$ cat config.mk
export PLATFORM = sky130hd
export DESIGN_NAME = heat_cool_hysteresis_thermostat_flat
export DESIGN_NICKNAME = d
export VERILOG_FILES = /design/src/rtl/thc_pkg.sv /design/src/rtl/thc_in_if.sv /design/src/rtl/thc_out_if.sv /design/src/rtl/thc_cfg_if.sv /design/src/rtl/thc_cfg_regs.sv /design/src/rtl/thc_decide.sv /design/src/rtl/heat_cool_hysteresis_thermostat.sv /design/src/flat_wrapper.sv
export SDC_FILE = /design/constraint.sdc
export NUM_CORES = 1
export LEC_CHECK = 0
export BUFFER_PORTS_ARGS = -buffer_cell sky130_fd_sc_hd__buf_4
export CORE_MARGIN = 10
export CORE_UTILIZATION = 30
export CTS_CLUSTER_SIZE = 10
export DETAILED_ROUTE_END_ITERATION = 6
export GPL_TIMING_DRIVEN = 0
export HOLD_SLACK_MARGIN = 0.15
export SETUP_SLACK_MARGIN = 0.05
export SYNTH_ARGS = -nofsm -noshare
export SYNTH_HDL_FRONTEND = slang
export SYNTH_SLANG_ARGS = --single-unit
$ cat constraint.sdc
create_clock -name clk -period 14.59 [get_ports clk]
set_input_delay 0 -clock clk [delete_from_list [all_inputs] [get_ports clk]]
set_output_delay 0 -clock clk [all_outputs]
set_load 0.03 [all_outputs]
$ cat src/rtl/thc_pkg.sv
`timescale 1ns / 1ps
// Package for the heat/cool thermostat: mode codes, register indexes,
// configuration and state structs. No dependencies.
package thc_pkg;

  localparam int unsigned HYST_FACTOR_Q8 = 128;

  localparam int unsigned TEMP_W   = 12;
  localparam int unsigned HYST_W   = 8;
  localparam int unsigned TIME_W   = 32;
  localparam int unsigned THRESH_W = 14;
  localparam int unsigned CFG_IDX_W  = 3;
  localparam int unsigned CFG_DATA_W = 32;

  typedef enum logic [1:0] {
    MODE_IDLE = 2'd0,
    MODE_HEAT = 2'd1,
    MODE_COOL = 2'd2
  } mode_t;

  typedef enum logic [CFG_IDX_W-1:0] {
    REG_SETPOINT      = 3'd0,
    REG_HYST_LOW      = 3'd1,
    REG_HYST_HIGH     = 3'd2,
    REG_MIN_HEAT_ON   = 3'd3,
    REG_MIN_HEAT_OFF  = 3'd4,
    REG_MIN_COOL_ON   = 3'd5,
    REG_MIN_COOL_OFF  = 3'd6,
    REG_ENABLE_MASK   = 3'd7
  } cfg_reg_t;

  typedef struct packed {
    logic signed [TEMP_W-1:0] setpoint;
    logic [HYST_W-1:0]        hyst_below;
    logic [HYST_W-1:0]        hyst_above;
    logic [TIME_W-1:0]        min_heater_on_ms;
    logic [TIME_W-1:0]        min_heater_off_ms;
    logic [TIME_W-1:0]        min_cooler_on_ms;
    logic [TIME_W-1:0]        min_cooler_off_ms;
    logic [1:0]               enable_mask;
  } thc_cfg_t;

  typedef struct packed {
    mode_t             mode;
    logic [TIME_W-1:0] heater_toggle_time;
    logic [TIME_W-1:0] cooler_toggle_time;
  } thc_state_t;

endpackage

$ cat src/rtl/thc_in_if.sv
`timescale 1ns / 1ps
// Sample channel: one temperature word per handshake.
// Depends on nothing.
interface thc_in_if;
  logic               valid;
  logic               ready;
  logic signed [11:0] temp_sample;
  logic               sensor_lost;
  logic [31:0]        now_ms;

  modport source (output valid, temp_sample, sensor_lost, now_ms, input ready);
  modport sink   (input valid, temp_sample, sensor_lost, now_ms, output ready);
endinterface

$ cat src/rtl/thc_out_if.sv
`timescale 1ns / 1ps
// Result channel: mode and drive levels, one word per handshake.
// Depends on nothing.
interface thc_out_if;
  logic       valid;
  logic       ready;
  logic [1:0] mode;
  logic       heater_drive;
  logic       cooler_drive;

  modport source (output valid, mode, heater_drive, cooler_drive, input ready);
  modport sink   (input valid, mode, heater_drive, cooler_drive, output ready);
endinterface

$ cat src/rtl/thc_cfg_if.sv
`timescale 1ns / 1ps
// Configuration write channel: register index and write data.
// Depends on nothing.
interface thc_cfg_if;
  logic        valid;
  logic        ready;
  logic [2:0]  index;
  logic [31:0] data;

  modport source (output valid, index, data, input ready);
  modport sink   (input valid, index, data, output ready);
endinterface

$ cat src/rtl/thc_cfg_regs.sv
`timescale 1ns / 1ps
// Configuration register file of the thermostat.
// Depends on thc_pkg and thc_cfg_if.
module thc_cfg_regs (
  input  logic            clk,
  input  logic            rst_n,
  thc_cfg_if.sink         cfg_if,
  output thc_pkg::thc_cfg_t cfg
);
  import thc_pkg::*;

  thc_cfg_t cfg_r;
  thc_cfg_t cfg_nxt;
  logic     wr_en;

  assign cfg_if.ready = 1'b1;
  assign wr_en = cfg_if.valid && cfg_if.ready;
  assign cfg = cfg_r;

  always_comb begin
    cfg_nxt = cfg_r;
    if (wr_en) begin
      case (cfg_reg_t'(cfg_if.index))
        REG_SETPOINT:     cfg_nxt.setpoint          = signed'(cfg_if.data[TEMP_W-1:0]);
        REG_HYST_LOW:     cfg_nxt.hyst_below        = cfg_if.data[HYST_W-1:0];
        REG_HYST_HIGH:    cfg_nxt.hyst_above        = cfg_if.data[HYST_W-1:0];
        REG_MIN_HEAT_ON:  cfg_nxt.min_heater_on_ms  = cfg_if.data[TIME_W-1:0];
        REG_MIN_HEAT_OFF: cfg_nxt.min_heater_off_ms = cfg_if.data[TIME_W-1:0];
        REG_MIN_COOL_ON:  cfg_nxt.min_cooler_on_ms  = cfg_if.data[TIME_W-1:0];
        REG_MIN_COOL_OFF: cfg_nxt.min_cooler_off_ms = cfg_if.data[TIME_W-1:0];
        REG_ENABLE_MASK:  cfg_nxt.enable_mask       = cfg_if.data[1:0];
        default: ;
      endcase
    end
  end

  always_ff @(posedge clk) begin
    if (!rst_n) begin
      cfg_r.setpoint          <= 12'sd288;
      cfg_r.hyst_below        <= 8'd8;
      cfg_r.hyst_above        <= 8'd8;
      cfg_r.min_heater_on_ms  <= '0;
      cfg_r.min_heater_off_ms <= '0;
      cfg_r.min_cooler_on_ms  <= '0;
      cfg_r.min_cooler_off_ms <= '0;
      cfg_r.enable_mask       <= '0;
    end else begin
      cfg_r <= cfg_nxt;
    end
  end

endmodule

$ cat src/rtl/thc_decide.sv
`timescale 1ns / 1ps
// Mode decision for one sample: thresholds, lockout timers, next state.
// Depends on thc_pkg.
module thc_decide (
  input  thc_pkg::thc_cfg_t   cfg,
  input  thc_pkg::thc_state_t state,
  input  logic signed [11:0]  temp_sample,
  input  logic                sensor_lost,
  input  logic [31:0]         now_ms,
  output thc_pkg::thc_state_t state_nxt
);
  import thc_pkg::*;

  localparam int unsigned PROD_W = HYST_W + 9;

  logic signed [THRESH_W-1:0] tgt;
  logic signed [THRESH_W-1:0] temp;
  logic signed [THRESH_W-1:0] heater_on;
  logic signed [THRESH_W-1:0] cooler_on;
  logic signed [THRESH_W-1:0] heater_off;
  logic signed [THRESH_W-1:0] cooler_off;
  logic [PROD_W-1:0]          prod_low;
  logic [PROD_W-1:0]          prod_high;
  logic [TIME_W-1:0]          heat_elapsed;
  logic [TIME_W-1:0]          cool_elapsed;
  logic                       heat_en;
  logic                       cool_en;
  logic                       heat_start;
  logic                       cool_start;

  assign tgt  = THRESH_W'(cfg.setpoint);
  assign temp = THRESH_W'(temp_sample);
  assign heat_en = cfg.enable_mask[0];
  assign cool_en = cfg.enable_mask[1];

  assign prod_low  = PROD_W'(cfg.hyst_below) * PROD_W'(HYST_FACTOR_Q8);
  assign prod_high = PROD_W'(cfg.hyst_above) * PROD_W'(HYST_FACTOR_Q8);

  assign heater_on  = tgt - signed'(THRESH_W'(cfg.hyst_below));
  assign cooler_on  = tgt + signed'(THRESH_W'(cfg.hyst_above));
  assign heater_off = tgt - signed'(THRESH_W'(prod_low[PROD_W-1:8]));
  assign cooler_off = tgt + signed'(THRESH_W'(prod_high[PROD_W-1:8]));

  assign heat_elapsed = now_ms - state.heater_toggle_time;
  assign cool_elapsed = now_ms - state.cooler_toggle_time;

  assign heat_start = !sensor_lost && heat_en && (temp <= heater_on)
                      && (heat_elapsed >= cfg.min_heater_off_ms);
  assign cool_start = !sensor_lost && cool_en && (temp >= cooler_on)
                      && (cool_elapsed >= cfg.min_cooler_off_ms);

  always_comb begin
    state_nxt = state;
    case (state.mode)
      MODE_HEAT: begin
        if ((!heat_en || sensor_lost || temp >= heater_off)
            && heat_elapsed >= cfg.min_heater_on_ms) begin
          state_nxt.mode = MODE_IDLE;
          state_nxt.heater_toggle_time = now_ms;
        end
      end
      MODE_COOL: begin
        if ((!cool_en || sensor_lost || temp <= cooler_off)
            && cool_elapsed >= cfg.min_cooler_on_ms) begin
          state_nxt.mode = MODE_IDLE;
          state_nxt.cooler_toggle_time = now_ms;
        end
      end
      default: begin
        // idle; cooler check wins when both fire
        state_nxt.mode = MODE_IDLE;
        if (heat_start) begin
          state_nxt.mode = MODE_HEAT;
          state_nxt.heater_toggle_time = now_ms;
        end
        if (cool_start) begin
          state_nxt.mode = MODE_COOL;
          state_nxt.cooler_toggle_time = now_ms;
        end
      end
    endcase
  end

endmodule

$ cat src/rtl/heat_cool_hysteresis_thermostat.sv
`timescale 1ns / 1ps
// Heat/cool thermostat with hysteresis and minimum on/off lockout times.
// Depends on thc_pkg, thc_in_if, thc_out_if, thc_cfg_if, thc_cfg_regs, thc_decide.
//
// Takes one sample word per clock while the sink keeps up, and returns one
// result word per sample: the sample lands in an input register, and the
// mode decision and the mode/toggle-time update go from there into the
// result register. The state loop closes in that single
// decision stage, so back-to-back samples each see the state left by the
// one before. A waiting result holds the input register, so input stays
// open under a waiting result only while the input register is empty;
// once both hold a word, input stalls until the sink takes the result.
// Configuration writes are always taken and should be made while no
// sample is in flight.
module heat_cool_hysteresis_thermostat (
  input  logic      clk,
  input  logic      rst_n,
  thc_in_if.sink    in_if,
  thc_out_if.source out_if,
  thc_cfg_if.sink   cfg_if
);
  import thc_pkg::*;

  thc_cfg_t   cfg;
  thc_state_t state_r;
  thc_state_t state_nxt;

  logic                     s1_valid_r;
  logic signed [TEMP_W-1:0] s1_temp_r;
  logic                     s1_lost_r;
  logic [TIME_W-1:0]        s1_now_r;

  logic       out_valid_r;
  logic [1:0] out_mode_r;
  logic       out_heat_r;
  logic       out_cool_r;

  logic advance;
  logic in_fire;

  thc_cfg_regs u_cfg (
    .clk    (clk),
    .rst_n  (rst_n),
    .cfg_if (cfg_if),
    .cfg    (cfg)
  );

  thc_decide u_decide (
    .cfg         (cfg),
    .state       (state_r),
    .temp_sample (s1_temp_r),
    .sensor_lost (s1_lost_r),
    .now_ms      (s1_now_r),
    .state_nxt   (state_nxt)
  );

  assign advance     = !out_valid_r || out_if.ready;
  assign in_if.ready = !s1_valid_r || advance;
  assign in_fire     = in_if.valid && in_if.ready;

  assign out_if.valid        = out_valid_r;
  assign out_if.mode         = out_mode_r;
  assign out_if.heater_drive = out_heat_r;
  assign out_if.cooler_drive = out_cool_r;

  always_ff @(posedge clk) begin
    if (!rst_n) begin
      s1_valid_r  <= 1'b0;
      out_valid_r <= 1'b0;
      state_r.mode               <= MODE_IDLE;
      state_r.heater_toggle_time <= '0;
      state_r.cooler_toggle_time <= '0;
    end else begin
      if (in_if.ready) begin
        s1_valid_r <= in_fire;
      end
      if (advance) begin
        out_valid_r <= s1_valid_r;
        if (s1_valid_r) begin
          state_r <= state_nxt;
        end
      end
    end
  end

  always_ff @(posedge clk) begin
    if (in_fire) begin
      s1_temp_r <= in_if.temp_sample;
      s1_lost_r <= in_if.sensor_lost;
      s1_now_r  <= in_if.now_ms;
    end
    if (advance && s1_valid_r) begin
      out_mode_r <= state_nxt.mode;
      out_heat_r <= (state_nxt.mode == MODE_HEAT);
      out_cool_r <= (state_nxt.mode == MODE_COOL);
    end
  end

endmodule

$ cat src/flat_wrapper.sv
// flat-port wrapper written by rule: the top's interface ports become plain ports
module heat_cool_hysteresis_thermostat_flat import thc_pkg::*;
  (clk, rst_n, in_if_valid, in_if_temp_sample, in_if_sensor_lost, in_if_now_ms, in_if_ready, out_if_valid, out_if_mode, out_if_heater_drive, out_if_cooler_drive, out_if_ready, cfg_if_valid, cfg_if_index, cfg_if_data, cfg_if_ready);
  thc_in_if in_if_i ();
  thc_out_if out_if_i ();
  thc_cfg_if cfg_if_i ();
  input  logic clk;
  input  logic rst_n;
  input wire logic [$bits(in_if_i.valid)-1:0] in_if_valid;
  input wire logic [$bits(in_if_i.temp_sample)-1:0] in_if_temp_sample;
  input wire logic [$bits(in_if_i.sensor_lost)-1:0] in_if_sensor_lost;
  input wire logic [$bits(in_if_i.now_ms)-1:0] in_if_now_ms;
  output wire logic [$bits(in_if_i.ready)-1:0] in_if_ready;
  output wire logic [$bits(out_if_i.valid)-1:0] out_if_valid;
  output wire logic [$bits(out_if_i.mode)-1:0] out_if_mode;
  output wire logic [$bits(out_if_i.heater_drive)-1:0] out_if_heater_drive;
  output wire logic [$bits(out_if_i.cooler_drive)-1:0] out_if_cooler_drive;
  input wire logic [$bits(out_if_i.ready)-1:0] out_if_ready;
  input wire logic [$bits(cfg_if_i.valid)-1:0] cfg_if_valid;
  input wire logic [$bits(cfg_if_i.index)-1:0] cfg_if_index;
  input wire logic [$bits(cfg_if_i.data)-1:0] cfg_if_data;
  output wire logic [$bits(cfg_if_i.ready)-1:0] cfg_if_ready;
  assign in_if_i.valid = in_if_valid;
  assign in_if_i.temp_sample = in_if_temp_sample;
  assign in_if_i.sensor_lost = in_if_sensor_lost;
  assign in_if_i.now_ms = in_if_now_ms;
  assign in_if_ready = in_if_i.ready;
  assign out_if_valid = out_if_i.valid;
  assign out_if_mode = out_if_i.mode;
  assign out_if_heater_drive = out_if_i.heater_drive;
  assign out_if_cooler_drive = out_if_i.cooler_drive;
  assign out_if_i.ready = out_if_ready;
  assign cfg_if_i.valid = cfg_if_valid;
  assign cfg_if_i.index = cfg_if_index;
  assign cfg_if_i.data = cfg_if_data;
  assign cfg_if_ready = cfg_if_i.ready;
  heat_cool_hysteresis_thermostat u_core (.clk(clk), .rst_n(rst_n), .in_if(in_if_i), .out_if(out_if_i), .cfg_if(cfg_if_i));
endmodule
==> results.yml, run 1 <==
worst_hold_path:
  hold_path_depth: 2
  holdCritPathClass: "primary input to flip-flop"
  min_from: "in_if_now_ms[28]"
  min_to: "u_core.s1_now_r[28]"
drt:
  vias_per_cell: 4.86
  vias: 16789
  postRouteAntennaNets: 0
  wire_per_inst_um: 17.0
  drt_iter0_markers: 1079
  firstDrtPassIters: 7
  drc: 0
  wl_um: 58700
die:
  die_w_um: 271
  start_util_pct: 30.2
  die_y_um: 271
  core-area_mm2: 0.0629
  ios: 92
  die-area_mm2: 0.0736
  rows: 92
place:
  gp_congestion: 0.882
  portBuffers: 85
  dp_cells: 3285
  dp_hpwl_um: 45800
timing:
  fin_crit_sh_pct: 46.8
  tightest_slew_ns: 1.14
  tns_ns: 0
  hold_viol: 0
  relSlewSlack_pct: 23.6
  skew_ns: 0.0263
  layout_min_cycle_time_ns: 6.83
  finalSetupViolations: 0
  max_clock_freq_mhz: 146
  final_max_slew_viol_count: 0
  rsz0062_at_grt: "false"
layout:
  drive_above_1_share_pct: 6.72
  final_nets: 2948
  instances_no_fill: 3451
  area_growth_pct: 20.3
setup_path:
  critPathKind: "flip-flop to flip-flop"
  regToRegSetupSlack_ns: 7.76
  crit_slowest_cell: "nor4_1"
  reg2reg_depth: 22
  crit_buf_inv: 4
  max_stage_delay_ns: 1.01
  r2r-start: "u_core.s1_now_r[0]"
  crit_path_end_kind: "flip-flop"
  reg2reg_to: "u_core.state_r[40]"
  cp_top_family: "compound AO/OA/AOI/OAI gates"
  cp.arrival_ns: 7.30
  path_cells: "inv_1, ha_1, inv_1, fa_1, a21o_1, a21oi_2, o21a_1, o21ai_1, a221oi_2, o21a_1, a31oi_1, a2111oi_2, xnor2_1, ha_1, nand4_1, nor4_1, o2111ai_1, a22oi_1, o2111a_1, buf_4, buf_6, mux2i_1"
  critPathRequiredTime_ns: 15.06
  start_kind: "flip-flop"
  worstPathMaxFanout: 10
clocking:
  cts_buffers: 35
  clockRootBuffer: "clkbuf_16"
  htreeDepth: 2
  clk_latency_ns: 0.55
  cts.sinks: 275
  cts_tree: "done"
  clkTransAtPathRegs_ns: 0.05
  clockBufferDepth: 3
synthesis:
  yosys_warnings: 0
  synth_most_common_cell: "nand2_1"
  yosysUniqueCellTypes: 79
  synthTopCellsByArea: "dfxtp_1 24%, ha_1 18%, nand2_1 8.6%"
  syn_area_mm2: 0.0190
  netlist.area_leader.share_pct: 23.9
  yosysTopAreaCell: "dfxtp_1"
  syn_inst: 2353
  synth_edf_count: 49
  synth_top_cells_by_count: "435 x nand2_1, 298 x a21oi_1, 274 x ha_1"
  async_flop_share_pct: 0
  syn_area_per_cell_um2: 8.05
  synth_seq_cells: 275
  synth_flop_cell: "dfxtp_1"
  yosysSeqAreaShare_pct: 31.6
  syn-num-nets: 2718
run_status:
  status: "complete, no violations"
power:
  power_per_cell_area_mw_per_mm2: 89.6
  p_leak_nw: 8.59
  peakVddDrop_mv: 0.0503
grt:
  track_usage_pct: 15.5
  grt_max_degree: 33
  antenna_found_initial: 6
  grt_pass1_vias: 15943
  grt_pass1_wl_um: 90600
  overflow: 0
run:
  maxCapViolCount: 0
cells in the final DEF, fill, tap and decap left out, types with 6 or more instances in the layout:
master	n
o21ai_0	83
edfxtp_1	49
clkbuf_16	37
xnor2_1	55
fa_1	6
buf_2	8
nor2_1	74
o21a_1	17
a21oi_1	298
dlygate4sd3_1	107
nor2b_1	25
xor2_1	27
a31oi_1	11
and3_1	14
nand3_1	69
nor4_1	7
nand4_1	40
o21ai_1	13
nand2b_1	25
dfxtp_1	226
o211ai_1	10
inv_1	250
buf_4	90
nand2_1	435
ha_1	274
nor3_1	11
mux2i_1	34
a21o_1	92
a211oi_1	9
o21bai_1	14
clkbuf_1	81
cell families after synthesis:
group           Yosys count  synth area share [%]
flops                   275                  31.6
mux                      36                  1.91
buf+inv                 340                  7.00
other cells               1                0.0198
fa+ha+maj               280                  18.7
xor+xnor                 82                  3.79
compound gates          617                  20.2
simple gates            722                  16.7
per-stage QoR:
stage	worst slack (ns)	hold WS, ns	total power [mW]	instance area [um^2]	utilization [%]
2_1_floorplan	10.01	0.0989	1.07	19000	-
3_3_place_gp	7.96	0.178	1.20	20600	32.9
3_5_place_dp	7.98	0.179	1.20	20700	32.9
4_1_cts	7.91	0.151	2.06	22800	36.3
5_1_grt	7.53	0.161	2.15	22800	36.3
6_report	7.76	0.170	2.04	22800	36.3
flip-flops by register name (all words and copies together), names as in the netlist:
| name | count |
|---|---|
| u_core.s1_temp_r | 12 |
| u_core.s1_lost_r | 1 |
| u_core.out_if.heater_drive | 1 |
| u_core.s1_now_r | 32 |
| u_core.u_cfg.cfg | 158 |
| u_core.out_if.valid | 1 |
| u_core.out_if.cooler_drive | 1 |
| u_core.out_if.mode | 2 |
| u_core.state_r | 66 |
| u_core.s1_valid_r | 1 |
report_power, final:
part           internal (mW)  switching (mW)
Sequential             0.792          0.0182
Clock                  0.487           0.345
Combinational          0.171           0.231
final cells by class:
| type | instances | area, um^2 |
|---|---|---|
| fill | 6632 | 40000 |
| multi-input combinational | 1738 | 11600 |
| sequential | 275 | 6000 |
| timing repair buffer | 193 | 1730 |
| tap | 846 | 1060 |
| clock buffer | 55 | 1040 |
| inverter | 251 | 942 |
| buffer | 89 | 385 |
| clock inverter | 2 | 12.5 |
| antenna | 2 | 5.00 |
per-layer routing:
layer	routed length, um	track usage [%]	vias to the layer above
met4	1550	4.56	8
met1	27800	20.7	7784
met5	34	0	-
met3	2810	2.64	84
met2	26500	25.2	320
li1	-	-	8593
what timing repair did:
item / in CTS / in global routing
endpoints found under the hold margin: 242 / 0
gates resized for setup: 0 / 0
hold buffers: 107 / 0
endpoints found under the setup margin: 0 / 0
setup buffers: 0 / 0
worst max-delay path by stage:
| stage | depth (start not counted) | endpoint | start | slack (ns) |
|---|---|---|---|---|
| after floorplan | 22 | u_core.state_r[34] | u_core.s1_now_r[0] | 10.01 |
| after global placement | 22 | u_core.state_r[38] | u_core.s1_now_r[0] | 7.96 |
| after detailed placement | 22 | u_core.state_r[60] | u_core.s1_now_r[0] | 7.98 |
| after CTS | 22 | u_core.state_r[40] | u_core.s1_now_r[0] | 7.91 |
| after global routing | 22 | u_core.state_r[42] | u_core.s1_now_r[0] | 7.53 |
| final | 22 | u_core.state_r[40] | u_core.s1_now_r[0] | 7.76 |
Note: power is estimated with default switching activity, not from simulation.
==> run 2: changes to the inputs <==
--- a/config.mk
+++ b/config.mk
@@ -5,6 +5,7 @@
 export SDC_FILE = /design/constraint.sdc
 export NUM_CORES = 1
 export LEC_CHECK = 0
+export ABC_AREA = 1
 export BUFFER_PORTS_ARGS = -buffer_cell sky130_fd_sc_hd__buf_4
 export CORE_MARGIN = 10
 export CORE_UTILIZATION = 30
==> constraint.sdc (replaced) <==
create_clock -name clk -period 6.4 [get_ports clk]
set_input_delay 0 -clock clk [delete_from_list [all_inputs] [get_ports clk]]
set_output_delay 0 -clock clk [all_outputs]
set_load 0.03 [all_outputs]
==> run 2 against run 1 <==
Compared with the run above:
- cell count rose by 8.9%
- global-route usage barely moved
- clock power rose by 120%
- die area rose by 2.1%
- final area rose by 1.6%
- count of clock-buffer cells in the layout fell by 9
- non-clock buffer count fell by 9
- synthesized area rose by 2.3%
- power rose by 150%
- critical endpoint is now u_core.state_r[26]
- highest routed layer is now met4
==> results.yml, run 2 <==
grt:
  grt_pass1_wl_um: 92200
  grt_pass1_vias: 16649
  antenna_found_initial: 0
  track_usage_pct: 15.5
  grt_max_degree: 33
  overflow: 0
die:
  die_w_um: 274
  ios: 92
  rows: 93
  core-area_mm2: 0.0642
  die-area_mm2: 0.0752
  die_y_um: 274
  start_util_pct: 30.2
timing:
  layout_min_cycle_time_ns: 4.89
  finalSetupViolations: 0
  rsz0062_at_grt: "false"
  skew_ns: 0.0190
  hold_viol: 0
  fin_crit_sh_pct: 76.4
  relSlewSlack_pct: 40.4
  worst_slack_ns: 1.51
  tightest_slew_ns: 0.894
  final_max_slew_viol_count: 0
  max_clock_freq_mhz: 205
  tns_ns: 0
synthesis:
  synth_seq_cells: 275
  syn-num-nets: 3025
  synth_top_cells_by_count: "419 x nand2_1, 407 x inv_1, 345 x a21oi_1"
  syn_area_mm2: 0.0194
  yosysTopAreaCell: "dfxtp_1"
  netlist.area_leader.share_pct: 23.3
  synth_most_common_cell: "nand2_1"
  syn_area_per_cell_um2: 7.29
  yosysUniqueCellTypes: 47
  synth_flop_cell: "dfxtp_1"
  yosysSeqAreaShare_pct: 30.9
  synthTopCellsByArea: "dfxtp_1 23%, ha_1 18%, a21oi_1 8.9%"
  yosys_warnings: 0
  syn_inst: 2660
  synth_edf_count: 49
  async_flop_share_pct: 0
clocking:
  clockBufferDepth: 3
  clk_latency_ns: 0.54
  cts.sinks: 275
  htreeDepth: 2
  clockRootBuffer: "clkbuf_16"
  cts_buffers: 35
  cts_tree: "done"
  clkTransAtPathRegs_ns: 0.06
setup_path:
  crit_buf_inv: 3
  crit_slowest_cell: "clkbuf_1"
  cp_common_cell: "nand2_1"
  r2r-start: "u_core.s1_now_r[0]"
  cp.arrival_ns: 5.32
  start_kind: "flip-flop"
  reg2reg_to: "u_core.state_r[26]"
  critPathRequiredTime_ns: 6.83
  worstPathMaxFanout: 10
  worst-path-stages: 26
  reg2reg_depth: 26
  crit_path_end_kind: "flip-flop"
  critPathKind: "flip-flop to flip-flop"
  regToRegSetupSlack_ns: 1.51
  cp_top_family: "simple AND/OR/NAND/NOR gates"
  max_stage_delay_ns: 0.54
layout:
  instances_no_fill: 3759
  layout_common_cells: "419 x nand2_1, 406 x inv_1, 345 x a21oi_1, 274 x ha_1, 265 x nor2_1"
  num-fill-cells: 6884
  n_antenna_cell: 0
  drive_above_1_share_pct: 5.89
  area_growth_pct: 19.4
  multi_input_area_mm2: 0.0114
  final_nets: 3254
  layout_commonest_cell: "nand2_1"
  largest_reg_flops: 158
  ff_latch_area_mm2: 0.00600
  final_util_pct: 36.1
power:
  p_leak_nw: 9.90
  power_per_cell_area_mw_per_mm2: 217
  peakVddDrop_mv: 0.143
place:
  gp_congestion: 0.948
  post-place-ws_ns: 1.61
  dp_cells: 3604
  portBuffers: 88
  dp_hpwl_um: 48100
drt:
  drc: 0
  firstDrtPassIters: 5
  postRouteAntennaNets: 0
  vias_per_cell: 4.71
  drt_iter0_markers: 1122
  wl_um: 59500
  vias: 17691
  wire_per_inst_um: 15.8
worst_hold_path:
  min_from: "in_if_now_ms[13]"
  min_to: "u_core.s1_now_r[13]"
  hold_path_depth: 2
  holdCritPathClass: "primary input to flip-flop"
run_status:
  status: "complete, no violations"
run:
  maxCapViolCount: 0
==> run 2: per-stage QoR <==
| stage | instance area [um^2] | power (mW) | hold slack (ns) |
|---|---|---|---|
| after CTS | 23200 | 5.07 | 0.151 |
| final | 23200 | 5.03 | 0.176 |
| after global placement | 21100 | 3.18 | 0.178 |
| after global routing | 23200 | 5.35 | 0.167 |
| after floorplan | 19400 | 2.80 | 0.0989 |
| after detailed placement | 21100 | 3.20 | 0.179 |
==> run 2: area by class of cell <==
| cell class | count | area share (%) |
|---|---|---|
| plain buffers | 81 | 1.72 |
| clock buffers | 46 | 4.00 |
| clock inverters | 6 | 0.259 |
| inverters | 414 | 6.71 |
| multi-input cells | 1890 | 49.4 |
| flip-flops and latches | 275 | 25.9 |
| well taps | 855 | 4.62 |
| repair buffers | 192 | 7.39 |
==> run 2: worst reg2reg max path: stages, from the launching register on <==
cell and delay, ns:
edfxtp_1 0.37, inv_1 0.19, ha_1 0.18, inv_1 0.06
fa_1 0.41, nand3_1 0.10, nand2_1 0.08, nand3_1 0.07
nand2_1 0.13, a21oi_1 0.44, o21ai_0 0.22, nand2_1 0.10
nand2_1 0.06, xor2_1 0.34, ha_1 0.19, nand2_1 0.06
nor2_1 0.16, nand2_1 0.08, a21oi_1 0.12, nor2_1 0.08
nand2_1 0.15, nand2_1 0.13, nand2_2 0.20, clkbuf_1 0.54
nand4_1 0.18, nand2_1 0.10, nor2_1 0.05
==> run 2: logic make-up (layout without fill, tap and decap cells) <==
| kind of cell | count (synthesis) | count (layout) | synth area share, % |
|---|---|---|---|
| buffers and inverters | 495 | 739 | 10.1 |
| flip-flops | 275 | 275 | 30.9 |
| adder cells (fa/ha/maj) | 280 | 280 | 18.3 |
| AO/OA/AOI/OAI | 639 | 639 | 17.5 |
| AND/OR/NAND/NOR | 874 | 874 | 18.8 |
| XOR/XNOR | 96 | 96 | 4.34 |
| other | 1 | 1 | 0.0193 |
==> run 2: routing by layer <==
| layer | part of all wire [%] | GRT usage (%) | routed length [um] | vias to the layer above |
|---|---|---|---|---|
| li1 | - | - | - | 9268 |
| met1 | 49 | 21.3 | 28900 | 7982 |
| met2 | 45 | 25.1 | 26600 | 370 |
| met3 | 4.5 | 2.18 | 2700 | 71 |
| met4 | 2.2 | 3.98 | 1290 | 0 |
| met5 | 0 | 0 | 0 | - |
==> run 2: where the power goes <==
group,internal [mW],switching (mW)
clock network,1.05,0.759
registers,1.83,0.0470
logic,0.517,0.827
total,3.40,1.63
==> run 2: worst max-delay path by stage <==
stage                         endpoint  slack (ns)             startpoint
floorplan           u_core.state_r[55]        2.70  u_core.u_cfg.cfg[146]
global placement    u_core.state_r[28]        1.64     u_core.s1_now_r[0]
detailed placement  u_core.state_r[28]        1.61     u_core.s1_now_r[0]
CTS                 u_core.state_r[28]        1.61     u_core.s1_now_r[0]
global route        u_core.state_r[25]        1.22     u_core.s1_now_r[0]
finish              u_core.state_r[26]        1.51     u_core.s1_now_r[0]
==> run 2: repair_timing <==
action                                 CTS  global route
endpoints found under the hold margin  224             0
gates resized for setup                  0             0
setup buffers                            0             0
hold buffers                           103             0
